===== src/hdl/assert_macros.svh =====
// ----------------------------------------------------------------------------
// Assertion macros
// Shared concurrent assertion forms for the UART ring buffer RTL.
// ----------------------------------------------------------------------------
`ifndef ASSERT_MACROS_SVH
`define ASSERT_MACROS_SVH

// The expression holds at every clock edge outside reset.
`define ASSERT_ALWAYS(label, clk, rst_n, expr, msg) \
    label: assert property (@(posedge clk) disable iff (!rst_n) (expr)) \
        else $error(msg);

// When the first expression holds, the second holds in the next cycle.
`define ASSERT_NEXT(label, clk, rst_n, ante, cons, msg) \
    label: assert property (@(posedge clk) disable iff (!rst_n) (ante) |=> (cons)) \
        else $error(msg);

`endif


===== src/hdl/utrb_pkg.sv =====
// ----------------------------------------------------------------------------
// utrb_pkg
// Types and constants shared by the UART ring buffer modules.
// ----------------------------------------------------------------------------
package utrb_pkg;

    localparam logic [1:0] REQ_WRITE = 2'd0;
    localparam logic [1:0] REQ_LINE  = 2'd1;
    localparam logic [1:0] REQ_READ  = 2'd2;

    localparam logic [7:0] CH_LF = 8'h0A;
    localparam logic [7:0] CH_CR = 8'h0D;

    localparam int NUM_CNT     = 5;
    localparam int CNT_OVERRUN = 0;
    localparam int CNT_RECEIVED = 1;
    localparam int CNT_DROPPED = 2;
    localparam int CNT_SENT    = 3;
    localparam int CNT_WAIT    = 4;

    localparam int QUEUE_DEPTH = 2;
    localparam int QUEUE_AW    = $clog2(QUEUE_DEPTH);

    typedef enum logic [1:0] {
        CMD_WRITE,
        CMD_LINE,
        CMD_READ,
        CMD_NOP
    } cmd_kind_t;

    typedef struct packed {
        cmd_kind_t  kind;
        logic       is_lf;
        logic [7:0] data_byte;
        logic       write_last;
        logic       overrun_flag;
        logic       rx_ready_flag;
        logic [7:0] line_rx_byte;
        logic       tx_empty_flag;
    } cmd_t;

    typedef struct packed {
        logic full;
        logic empty;
    } q_status_t;

    typedef enum logic {
        ST_RUN,
        ST_LF
    } back_state_t;

endpackage


===== src/hdl/utrb_front.sv =====
// ----------------------------------------------------------------------------
// utrb_front
// Accepts request transfers and classifies them into queue commands.
// ----------------------------------------------------------------------------
module utrb_front (
    input  logic               start,
    output logic               busy,
    input  logic [1:0]         req_type,
    input  logic [7:0]         data_byte,
    input  logic               write_last,
    input  logic               overrun_flag,
    input  logic               rx_ready_flag,
    input  logic [7:0]         line_rx_byte,
    input  logic               tx_empty_flag,
    input  utrb_pkg::q_status_t q_status,
    output logic               push,
    output utrb_pkg::cmd_t     cmd
);
    import utrb_pkg::*;

    assign busy = q_status.full;
    assign push = start && !q_status.full;

    always_comb
    begin
        unique case (req_type)
            REQ_WRITE: cmd.kind = CMD_WRITE;
            REQ_LINE:  cmd.kind = CMD_LINE;
            REQ_READ:  cmd.kind = CMD_READ;
            default:   cmd.kind = CMD_NOP;
        endcase
        cmd.is_lf         = (data_byte == CH_LF);
        cmd.data_byte     = data_byte;
        cmd.write_last    = write_last;
        cmd.overrun_flag  = overrun_flag;
        cmd.rx_ready_flag = rx_ready_flag;
        cmd.line_rx_byte  = line_rx_byte;
        cmd.tx_empty_flag = tx_empty_flag;
    end

endmodule


===== src/hdl/utrb_cmd_queue.sv =====
// ----------------------------------------------------------------------------
// utrb_cmd_queue
// Short command queue that decouples the front from the back.
// ----------------------------------------------------------------------------
module utrb_cmd_queue (
    input  logic                clk,
    input  logic                rst_n,
    input  logic                push,
    input  utrb_pkg::cmd_t      push_cmd,
    input  logic                pop,
    output utrb_pkg::cmd_t      head_cmd,
    output utrb_pkg::q_status_t status
);
    import utrb_pkg::*;

    localparam int CW = $clog2(QUEUE_DEPTH + 1);

    cmd_t                entry_reg [QUEUE_DEPTH];
    logic [QUEUE_AW-1:0] wr_ptr_reg;
    logic [QUEUE_AW-1:0] wr_ptr_next;
    logic [QUEUE_AW-1:0] rd_ptr_reg;
    logic [QUEUE_AW-1:0] rd_ptr_next;
    logic [CW-1:0]       count_reg;
    logic [CW-1:0]       count_next;

    always_comb
    begin
        wr_ptr_next = wr_ptr_reg;
        rd_ptr_next = rd_ptr_reg;
        count_next  = count_reg;
        if (push)
        begin
            wr_ptr_next = (wr_ptr_reg == QUEUE_AW'(QUEUE_DEPTH - 1)) ? '0 : wr_ptr_reg + 1'b1;
        end
        if (pop)
        begin
            rd_ptr_next = (rd_ptr_reg == QUEUE_AW'(QUEUE_DEPTH - 1)) ? '0 : rd_ptr_reg + 1'b1;
        end
        if (push && !pop)
        begin
            count_next = count_reg + 1'b1;
        end
        else if (pop && !push)
        begin
            count_next = count_reg - 1'b1;
        end
    end

    always_ff @(posedge clk or negedge rst_n)
    begin
        if (!rst_n)
        begin
            wr_ptr_reg <= '0;
            rd_ptr_reg <= '0;
            count_reg  <= '0;
        end
        else
        begin
            wr_ptr_reg <= wr_ptr_next;
            rd_ptr_reg <= rd_ptr_next;
            count_reg  <= count_next;
        end
    end

    always_ff @(posedge clk)
    begin
        if (push)
        begin
            entry_reg[wr_ptr_reg] <= push_cmd;
        end
    end

    assign head_cmd     = entry_reg[rd_ptr_reg];
    assign status.full  = (count_reg == CW'(QUEUE_DEPTH));
    assign status.empty = (count_reg == '0);

endmodule


===== src/hdl/utrb_back.sv =====
// ----------------------------------------------------------------------------
// utrb_back
// Executes queued commands against the transmit ring, the receive queue
// and the statistics counters, and drives the result ports.
// ----------------------------------------------------------------------------
`include "assert_macros.svh"

module utrb_back #(
    parameter int TX_RING_DEPTH  = 256,
    parameter int RX_QUEUE_DEPTH = 64
) (
    input  logic                clk,
    input  logic                rst_n,
    input  utrb_pkg::cmd_t      head_cmd,
    input  utrb_pkg::q_status_t q_status,
    output logic                pop,
    output logic                done,
    output logic                accepted,
    output logic                tx_valid,
    output logic [7:0]          tx_byte,
    output logic                read_valid,
    output logic [7:0]          read_byte,
    output logic                tx_irq_enabled,
    output logic [31:0]         overrun_total,
    output logic [31:0]         received_total,
    output logic [31:0]         dropped_total,
    output logic [31:0]         sent_total,
    output logic [31:0]         wait_total
);
    import utrb_pkg::*;

    localparam int TXW  = $clog2(TX_RING_DEPTH);
    localparam int RXW  = $clog2(RX_QUEUE_DEPTH);
    localparam int RXCW = $clog2(RX_QUEUE_DEPTH + 1);

    back_state_t state_reg;
    back_state_t state_next;

    logic [7:0] tx_mem [TX_RING_DEPTH];
    logic [7:0] rx_mem [RX_QUEUE_DEPTH];

    logic [TXW-1:0]  tx_wr_ptr_reg;
    logic [TXW-1:0]  tx_wr_ptr_next;
    logic [TXW-1:0]  tx_rd_ptr_reg;
    logic [TXW-1:0]  tx_rd_ptr_next;
    logic [TXW-1:0]  tx_count_reg;
    logic [TXW-1:0]  tx_count_next;
    logic [TXW-1:0]  lf_ptr_reg;
    logic [TXW-1:0]  lf_ptr_next;
    logic [RXW-1:0]  rx_wr_ptr_reg;
    logic [RXW-1:0]  rx_wr_ptr_next;
    logic [RXW-1:0]  rx_rd_ptr_reg;
    logic [RXW-1:0]  rx_rd_ptr_next;
    logic [RXCW-1:0] rx_count_reg;
    logic [RXCW-1:0] rx_count_next;
    logic            tx_en_reg;
    logic            tx_en_next;
    logic [31:0]     cnt_reg [NUM_CNT];
    logic [31:0]     cnt_next [NUM_CNT];

    logic [TXW-1:0]  tx_wp1;
    logic [TXW-1:0]  tx_wp2;
    logic [TXW-1:0]  tx_rp1;
    logic [RXW-1:0]  rx_wp1;
    logic [RXW-1:0]  rx_rp1;
    logic            tx_fits;
    logic            lf_start;

    logic            tx_we;
    logic [TXW-1:0]  tx_waddr;
    logic [7:0]      tx_wdata;
    logic            tx_re;
    logic            rx_we;
    logic            rx_re;
    logic [7:0]      tx_rdata_reg;
    logic [7:0]      rx_rdata_reg;

    logic            acc_now;
    logic            txv_now;
    logic            rdv_now;
    logic            s1_valid_reg;
    logic            s1_acc_reg;
    logic            s1_txv_reg;
    logic            s1_rdv_reg;

    logic            done_reg;
    logic            acc_out_reg;
    logic            txv_out_reg;
    logic [7:0]      txb_out_reg;
    logic            rdv_out_reg;
    logic [7:0]      rdb_out_reg;
    logic            irq_out_reg;
    logic [31:0]     cnt_out_reg [NUM_CNT];

    assign tx_wp1 = (tx_wr_ptr_reg == TXW'(TX_RING_DEPTH - 1)) ? '0 : tx_wr_ptr_reg + 1'b1;
    assign tx_wp2 = (tx_wp1 == TXW'(TX_RING_DEPTH - 1)) ? '0 : tx_wp1 + 1'b1;
    assign tx_rp1 = (tx_rd_ptr_reg == TXW'(TX_RING_DEPTH - 1)) ? '0 : tx_rd_ptr_reg + 1'b1;
    assign rx_wp1 = (rx_wr_ptr_reg == RXW'(RX_QUEUE_DEPTH - 1)) ? '0 : rx_wr_ptr_reg + 1'b1;
    assign rx_rp1 = (rx_rd_ptr_reg == RXW'(RX_QUEUE_DEPTH - 1)) ? '0 : rx_rd_ptr_reg + 1'b1;

    // The ring keeps one slot empty, and a newline needs room for CR and LF.
    assign tx_fits = ({1'b0, tx_count_reg} + (head_cmd.is_lf ? (TXW+1)'(2) : (TXW+1)'(1)))
                     <= (TXW+1)'(TX_RING_DEPTH - 1);
    assign lf_start = pop && (head_cmd.kind == CMD_WRITE) && head_cmd.is_lf && tx_fits;

    always_comb
    begin
        state_next = state_reg;
        unique case (state_reg)
            ST_RUN:
            begin
                if (lf_start)
                begin
                    state_next = ST_LF;
                end
            end
            ST_LF:
            begin
                state_next = ST_RUN;
            end
            default:
            begin
                state_next = ST_RUN;
            end
        endcase
    end

    always_comb
    begin
        pop = (state_reg == ST_RUN) && !q_status.empty;
    end

    always_comb
    begin
        tx_wr_ptr_next = tx_wr_ptr_reg;
        tx_rd_ptr_next = tx_rd_ptr_reg;
        tx_count_next  = tx_count_reg;
        lf_ptr_next    = lf_ptr_reg;
        rx_wr_ptr_next = rx_wr_ptr_reg;
        rx_rd_ptr_next = rx_rd_ptr_reg;
        rx_count_next  = rx_count_reg;
        tx_en_next     = tx_en_reg;
        for (int i = 0; i < NUM_CNT; i++)
        begin
            cnt_next[i] = cnt_reg[i];
        end
        tx_we    = 1'b0;
        tx_waddr = tx_wr_ptr_reg;
        tx_wdata = head_cmd.data_byte;
        tx_re    = 1'b0;
        rx_we    = 1'b0;
        rx_re    = 1'b0;
        acc_now  = 1'b0;
        txv_now  = 1'b0;
        rdv_now  = 1'b0;

        if (state_reg == ST_LF)
        begin
            tx_we    = 1'b1;
            tx_waddr = lf_ptr_reg;
            tx_wdata = CH_LF;
        end
        else if (pop)
        begin
            unique case (head_cmd.kind)
                CMD_WRITE:
                begin
                    if (tx_fits)
                    begin
                        acc_now = 1'b1;
                        tx_we   = 1'b1;
                        if (head_cmd.is_lf)
                        begin
                            tx_wdata       = CH_CR;
                            lf_ptr_next    = tx_wp1;
                            tx_wr_ptr_next = tx_wp2;
                            tx_count_next  = tx_count_reg + TXW'(2);
                        end
                        else
                        begin
                            tx_wr_ptr_next = tx_wp1;
                            tx_count_next  = tx_count_reg + 1'b1;
                        end
                        if (head_cmd.write_last)
                        begin
                            tx_en_next = 1'b1;
                        end
                    end
                    else
                    begin
                        cnt_next[CNT_WAIT] = cnt_reg[CNT_WAIT] + 32'd1;
                        tx_en_next         = 1'b1;
                    end
                end
                CMD_LINE:
                begin
                    if (head_cmd.overrun_flag)
                    begin
                        cnt_next[CNT_OVERRUN] = cnt_reg[CNT_OVERRUN] + 32'd1;
                    end
                    if (head_cmd.rx_ready_flag)
                    begin
                        cnt_next[CNT_RECEIVED] = cnt_reg[CNT_RECEIVED] + 32'd1;
                        if (rx_count_reg < RXCW'(RX_QUEUE_DEPTH))
                        begin
                            rx_we          = 1'b1;
                            rx_wr_ptr_next = rx_wp1;
                            rx_count_next  = rx_count_reg + 1'b1;
                        end
                        else
                        begin
                            cnt_next[CNT_DROPPED] = cnt_reg[CNT_DROPPED] + 32'd1;
                        end
                    end
                    if (tx_en_reg && head_cmd.tx_empty_flag)
                    begin
                        if (tx_count_reg != '0)
                        begin
                            txv_now            = 1'b1;
                            tx_re              = 1'b1;
                            tx_rd_ptr_next     = tx_rp1;
                            tx_count_next      = tx_count_reg - 1'b1;
                            cnt_next[CNT_SENT] = cnt_reg[CNT_SENT] + 32'd1;
                        end
                        else
                        begin
                            tx_en_next = 1'b0;
                        end
                    end
                end
                CMD_READ:
                begin
                    if (rx_count_reg != '0)
                    begin
                        rdv_now        = 1'b1;
                        rx_re          = 1'b1;
                        rx_rd_ptr_next = rx_rp1;
                        rx_count_next  = rx_count_reg - 1'b1;
                    end
                end
                default:
                begin
                end
            endcase
        end
    end

    always_ff @(posedge clk or negedge rst_n)
    begin
        if (!rst_n)
        begin
            state_reg     <= ST_RUN;
            tx_wr_ptr_reg <= '0;
            tx_rd_ptr_reg <= '0;
            tx_count_reg  <= '0;
            lf_ptr_reg    <= '0;
            rx_wr_ptr_reg <= '0;
            rx_rd_ptr_reg <= '0;
            rx_count_reg  <= '0;
            tx_en_reg     <= 1'b0;
            for (int i = 0; i < NUM_CNT; i++)
            begin
                cnt_reg[i]     <= '0;
                cnt_out_reg[i] <= '0;
            end
            s1_valid_reg  <= 1'b0;
            done_reg      <= 1'b0;
            acc_out_reg   <= 1'b0;
            txv_out_reg   <= 1'b0;
            rdv_out_reg   <= 1'b0;
            irq_out_reg   <= 1'b0;
        end
        else
        begin
            state_reg     <= state_next;
            tx_wr_ptr_reg <= tx_wr_ptr_next;
            tx_rd_ptr_reg <= tx_rd_ptr_next;
            tx_count_reg  <= tx_count_next;
            lf_ptr_reg    <= lf_ptr_next;
            rx_wr_ptr_reg <= rx_wr_ptr_next;
            rx_rd_ptr_reg <= rx_rd_ptr_next;
            rx_count_reg  <= rx_count_next;
            tx_en_reg     <= tx_en_next;
            for (int i = 0; i < NUM_CNT; i++)
            begin
                cnt_reg[i] <= cnt_next[i];
            end
            s1_valid_reg  <= pop;
            done_reg      <= s1_valid_reg;
            if (s1_valid_reg)
            begin
                acc_out_reg <= s1_acc_reg;
                txv_out_reg <= s1_txv_reg;
                rdv_out_reg <= s1_rdv_reg;
                irq_out_reg <= tx_en_reg;
                for (int i = 0; i < NUM_CNT; i++)
                begin
                    cnt_out_reg[i] <= cnt_reg[i];
                end
            end
        end
    end

    always_ff @(posedge clk)
    begin
        s1_acc_reg <= acc_now;
        s1_txv_reg <= txv_now;
        s1_rdv_reg <= rdv_now;
        if (s1_valid_reg)
        begin
            txb_out_reg <= s1_txv_reg ? tx_rdata_reg : 8'd0;
            rdb_out_reg <= s1_rdv_reg ? rx_rdata_reg : 8'd0;
        end
    end

    always_ff @(posedge clk)
    begin
        if (tx_we)
        begin
            tx_mem[tx_waddr] <= tx_wdata;
        end
        if (tx_re)
        begin
            tx_rdata_reg <= tx_mem[tx_rd_ptr_reg];
        end
    end

    always_ff @(posedge clk)
    begin
        if (rx_we)
        begin
            rx_mem[rx_wr_ptr_reg] <= head_cmd.line_rx_byte;
        end
        if (rx_re)
        begin
            rx_rdata_reg <= rx_mem[rx_rd_ptr_reg];
        end
    end

    assign done           = done_reg;
    assign accepted       = acc_out_reg;
    assign tx_valid       = txv_out_reg;
    assign tx_byte        = txb_out_reg;
    assign read_valid     = rdv_out_reg;
    assign read_byte      = rdb_out_reg;
    assign tx_irq_enabled = irq_out_reg;
    assign overrun_total  = cnt_out_reg[CNT_OVERRUN];
    assign received_total = cnt_out_reg[CNT_RECEIVED];
    assign dropped_total  = cnt_out_reg[CNT_DROPPED];
    assign sent_total     = cnt_out_reg[CNT_SENT];
    assign wait_total     = cnt_out_reg[CNT_WAIT];

    `ASSERT_ALWAYS(a_tx_level, clk, rst_n, tx_count_reg <= TXW'(TX_RING_DEPTH - 1), "tx ring overfilled")
    `ASSERT_ALWAYS(a_tx_empty, clk, rst_n, (tx_count_reg == '0) == (tx_rd_ptr_reg == tx_wr_ptr_reg), "tx level and pointers disagree")
    `ASSERT_ALWAYS(a_rx_level, clk, rst_n, rx_count_reg <= RXCW'(RX_QUEUE_DEPTH), "rx queue overfilled")
    `ASSERT_NEXT(a_lf_step, clk, rst_n, state_reg == ST_LF, state_reg == ST_RUN && !s1_valid_reg, "newline store step misbehaved")

endmodule


===== src/hdl/uart_tx_rx_ring_buffer.sv =====
// ----------------------------------------------------------------------------
// uart_tx_rx_ring_buffer
// Two-way UART byte buffer: transmit ring, receive queue and statistics.
// ----------------------------------------------------------------------------
// Channel   Direction  Handshake                 Payload
// request   in         start high, busy low      req_type .. tx_empty_flag
// result    out        done strobe, one cycle    accepted .. wait_total
//
// A request transfer enters a two-entry command queue; the back end takes one
// command per cycle, except while a stored newline occupies it, since CR and LF
// go through the single write port of the transmit ring memory.
// With an empty queue a request is written to a queue entry and popped by the
// back end, and its result passes the s1 and output registers before done rises.
// busy is high while both queue entries are taken.
// Reset clears pointers, levels, enable and counters at once; no memory sweep.
// The receiver cannot stall: done lasts exactly one cycle.
// ----------------------------------------------------------------------------
module uart_tx_rx_ring_buffer #(
    parameter int TX_RING_DEPTH  = 256,
    parameter int RX_QUEUE_DEPTH = 64
) (
    input  logic        clk,
    input  logic        rst_n,
    input  logic        start,
    output logic        busy,
    input  logic [1:0]  req_type,
    input  logic [7:0]  data_byte,
    input  logic        write_last,
    input  logic        overrun_flag,
    input  logic        rx_ready_flag,
    input  logic [7:0]  line_rx_byte,
    input  logic        tx_empty_flag,
    output logic        done,
    output logic        accepted,
    output logic        tx_valid,
    output logic [7:0]  tx_byte,
    output logic        read_valid,
    output logic [7:0]  read_byte,
    output logic        tx_irq_enabled,
    output logic [31:0] overrun_total,
    output logic [31:0] received_total,
    output logic [31:0] dropped_total,
    output logic [31:0] sent_total,
    output logic [31:0] wait_total
);
    import utrb_pkg::*;

    q_status_t q_status;
    cmd_t      push_cmd;
    cmd_t      head_cmd;
    logic      push;
    logic      pop;

    utrb_front u_front (
        .start         (start),
        .busy          (busy),
        .req_type      (req_type),
        .data_byte     (data_byte),
        .write_last    (write_last),
        .overrun_flag  (overrun_flag),
        .rx_ready_flag (rx_ready_flag),
        .line_rx_byte  (line_rx_byte),
        .tx_empty_flag (tx_empty_flag),
        .q_status      (q_status),
        .push          (push),
        .cmd           (push_cmd)
    );

    utrb_cmd_queue u_queue (
        .clk      (clk),
        .rst_n    (rst_n),
        .push     (push),
        .push_cmd (push_cmd),
        .pop      (pop),
        .head_cmd (head_cmd),
        .status   (q_status)
    );

    utrb_back #(
        .TX_RING_DEPTH  (TX_RING_DEPTH),
        .RX_QUEUE_DEPTH (RX_QUEUE_DEPTH)
    ) u_back (
        .clk            (clk),
        .rst_n          (rst_n),
        .head_cmd       (head_cmd),
        .q_status       (q_status),
        .pop            (pop),
        .done           (done),
        .accepted       (accepted),
        .tx_valid       (tx_valid),
        .tx_byte        (tx_byte),
        .read_valid     (read_valid),
        .read_byte      (read_byte),
        .tx_irq_enabled (tx_irq_enabled),
        .overrun_total  (overrun_total),
        .received_total (received_total),
        .dropped_total  (dropped_total),
        .sent_total     (sent_total),
        .wait_total     (wait_total)
    );

endmodule

===== config.mk =====
export PLATFORM = sky130hd
export DESIGN_NAME = uart_tx_rx_ring_buffer
export DESIGN_NICKNAME = d
export VERILOG_FILES = /design/src/hdl/utrb_pkg.sv /design/src/hdl/utrb_front.sv /design/src/hdl/utrb_cmd_queue.sv /design/src/hdl/utrb_back.sv /design/src/hdl/uart_tx_rx_ring_buffer.sv
export VERILOG_INCLUDE_DIRS = /design/src /design/src/hdl
export SDC_FILE = /design/constraint.sdc
export NUM_CORES = 2
export LEC_CHECK = 0
export ABC_AREA = 1
export ABC_CLOCK_PERIOD_IN_PS = 20900
export BUFFER_PORTS_ARGS = -buffer_cell sky130_fd_sc_hd__buf_2
export CORE_MARGIN = 2
export CORE_UTILIZATION = 48
export CTS_BUF_LIST = sky130_fd_sc_hd__clkbuf_8
export DETAILED_ROUTE_END_ITERATION = 10
export HOLD_SLACK_MARGIN = 0.15
export PLACE_DENSITY_LB_ADDON = 0.3
export SKIP_CTS_REPAIR_TIMING = 1
export SYNTH_ARGS = -nofsm -noshare
export SYNTH_HDL_FRONTEND = slang
export SYNTH_SLANG_ARGS = --single-unit

===== constraint.sdc =====
create_clock -name clk -period 20.9 [get_ports clk]
set_clock_uncertainty 0.15 [all_clocks]
set_input_delay 6.27 -clock clk [delete_from_list [all_inputs] [get_ports clk]]
set_output_delay 6.27 -clock clk [all_outputs]
set_load 0.03 [all_outputs]

==> metrics.md <==
| Metric | Value |
|---|---|
| Status | finished, final reports clean |
| Drt drc | 0 |
| Max-slew violations | 0 |
| Vias in the first global route | 83327 |
| Met2 GRT Util | 0.3750 |
| HP Class | reg -> reg |
| Clk slew on worst S/H paths | 60 ps |
| Worst VDD drop | 0.0002120 V |
| 1st-pass router iterations | 5 |
| Post-Synthesis Cell Area | 0.1269 mm2 |
| Grt peak-use layer | met2 |
| Cell family contributing the most delay on the critical path | flip-flops |
| Max reg flops | 2048 |
| Post-detail-place hpwl | 186500 um |
| Slowest CP cell | dfrtp_1 |
| Die footprint | 0.2685 mm2 |
| Crit Path Max Fanout | 4 |
| Longest Clk Path Bufs | 4 |
| Vias/cell | 5.484 |
| GRT Util Overall | 0.2384 |
| Total grt overflow | 0 |
| Worst Reg2Reg Path Length in Cells | 14 |
| CP endpoint kind | primary output |
| Clk sinks | 3024 |
| Syn Area/Cell | 10.92 um2 |
| FILL cells | 22515 |
| Buffers plus inverters on the worst setup path | 1 |
| Yosys warns | 0 |
| Row cnt | 188 |
| TritonCTS clock tree | built |
| Yosys reg bits | 3024 |
| Post-synth EDFFs | 2638 |
| Final min period | 8245 ps |
| Final setup fails | 0 |
| Global-route wire length before repair | 497500 um |
| Final TNS setup | 0 ps |
| Post-Synthesis Net Count | 11671 |
| Pwr Density | 136.9 mW/mm2 |
| Initial Util | 0.4830 |
| Total CTS buffers | 474 |
| Pleak | 53.67 nW |
| Core Footprint | 0.2627 mm2 |
| Die height | 518.2 um |
| Synth Flop Type | edfxtp_1 |
| Worst skew pair latency | 1070 ps |
| Async set-reset flop share out of synthesis | 0.1267 |
| Initial antenna violation count | 11 |
| Crit path kind | reg -> out |
| Largest net degree at the start of global routing | 233 |
| Sequential share of the synthesized area | 0.7002 |
| Nets | 11830 |
| Layout cells sized above 1 | 0.08665 |
| DR WL/cell | 20.97 um |
| Top Ports | 207 |
| Delay of the slowest critical-path stage | 420 ps |
| Syn Inst Count | 11620 |
| Data arrival, critical path | 1830 ps |
| Port buffer count | 206 |
| GPL Wtd Cong | 0.8981 |
| GR met3 Demand/Resource | 0.04058 |
| Max-Slew Margin vs Limit | 0.09185 |
| Met1 Resource Use GR | 0.3383 |
| Worst setup margin | 12650 ps |
| Final wirelength | 328700 um |
| Tcrit/Tclk final | 0.3945 |
| Routed via count | 85961 |
| Commonest non-fill, non-tap cells in the layout | nand2_1, edfxtp_1, nor2_1, inv_1, o21ai_0 |
| Most common cell after layout, fill and taps aside | nand2_1 |
| Die width | 518.2 um |
| Worst Setup Slack post-DPL | 12800 ps |
| Hold Crit Depth | 2 |
| RSZ-0062 raised after global routing | no |
| Iteration-0 DRC Markers | 9605 |
| Final hold vios | 0 |
| Routed Antenna Nets | 0 |
| Startpoint class of the critical path | flop |
| Number of max-cap violations | 0 |
| Clock root buffer master | clkbuf_8 |
| Req. time, crit path | 14480 ps |
| Synthesis-to-layout area growth | 9.923% |
| Synth unique cells | 56 |
| FMAX | 121.3 MHz |
| Cell Chain, Critical Path | nor2_1 > buf_2 |
| Slew at the pin closest to its max-slew limit | 1358 ps |
| Htree depth | 5 |
| Stages on worst setup path | 2 |
final cells by class:
type	count	area, um2	share of cell area
flip-flops and latches	3024	88880	0.6371
diodes	7	17.52	0.0001256
inverters	846	3233	0.02317
repair buffers	300	1859	0.01333
well taps	3515	4398	0.03152
clock buffers	489	6730	0.04824
multi-input cells	7133	32430	0.2325
clock inverters	361	1956	0.01402
per-layer routing:
layer  vias to the layer above  share of wire
li1                      39733              -
met5                         -       0.000091
met2                      3763           0.46
met3                       578          0.087
met4                         2          0.030
met1                     41885           0.42
metrics by stage:
step                      hold WS, ps  power, mW  std cells    util  area (um2)
after global placement          314.1      14.36      14818  0.4978      130800
after CTS                       340.7      19.13      15668  0.5309      139500
after floorplan                 288.9      12.54      11620       -      126900
after detailed placement        328.8      14.50      14818  0.4978      130800
final                           333.7      19.10      15675  0.5310      139500
after global routing            360.2      20.01      15673  0.5309      139500
Yosys cell counts (all sizes together) (33+ instances only):
master / n / area share
nand2: 2720 / 0.081
edfxtp: 2638 / 0.62
nor2: 1788 / 0.053
o21ai: 880 / 0.035
inv: 835 / 0.025
nand3: 825 / 0.033
clkbuf: 389 / 0.012
dfrtp: 383 / 0.076
buf: 228 / 0.0088
a21oi: 195 / 0.0078
xor2: 141 / 0.0097
o211ai: 95 / 0.0056
o22ai: 84 / 0.0041
nand4: 83 / 0.0048
nor3: 77 / 0.0032
mux2: 68 / 0.0060
o221ai: 34 / 0.0023
xnor2: 33 / 0.0023
report_power, final:
group / leakage (nW) / internal, mW / switching, mW
registers: 29.0 / 8.11 / 0.258
logic: 19.6 / 1.28 / 4.80
clock network: 5.11 / 2.33 / 2.32
cell families (layout without fill, tap and decap cells):
group	count (synthesis)	in the layout	share of synthesized area
AND/OR/NAND/NOR	5566	5566	0.1784
flip-flops	3024	3024	0.7002
buffers and inverters	1463	1996	0.04529
AO/OA/AOI/OAI	1298	1298	0.05533
XOR/XNOR	174	174	0.01201
multiplexers	69	69	0.006112
adder cells (fa/ha/maj)	26	26	0.002682
other	0	7	0
worst paths after layout:
path | startpoint | endpoint | slack, ps
max in group asynchronous | rst_n | u_back.dropped_total[11]$_DFFE_PN0P_ | 13920
min in group asynchronous | rst_n | u_back.wait_total[13]$_DFFE_PN0P_ | 5140
max | u_queue.count_reg[0]$_DFFE_PN0P_ | busy | 12650
max reg2reg | u_queue.rd_ptr_reg$_DFFE_PN0P_ | u_back.tx_mem[254][1]$_DFFE_PP_ | 14440
min reg2reg | u_back.lf_ptr_reg[4]$_DFFE_PN0P_ | u_back.lf_ptr_reg[4]$_DFFE_PN0P_ | 330
min | u_back.lf_ptr_reg[4]$_DFFE_PN0P_ | u_back.lf_ptr_reg[4]$_DFFE_PN0P_ | 330
worst reg2reg max path, delay by kind of cell (launching register included):
family | cells | cell delay [ps]
AO/OA/AOI/OAI | 2 | 1170
flip-flops | 1 | 410
buffers and inverters | 6 | 3210
AND/OR/NAND/NOR | 4 | 610
adder cells (fa/ha/maj) | 2 | 490
No activity file was read; power rests on OpenSTA's default activity.
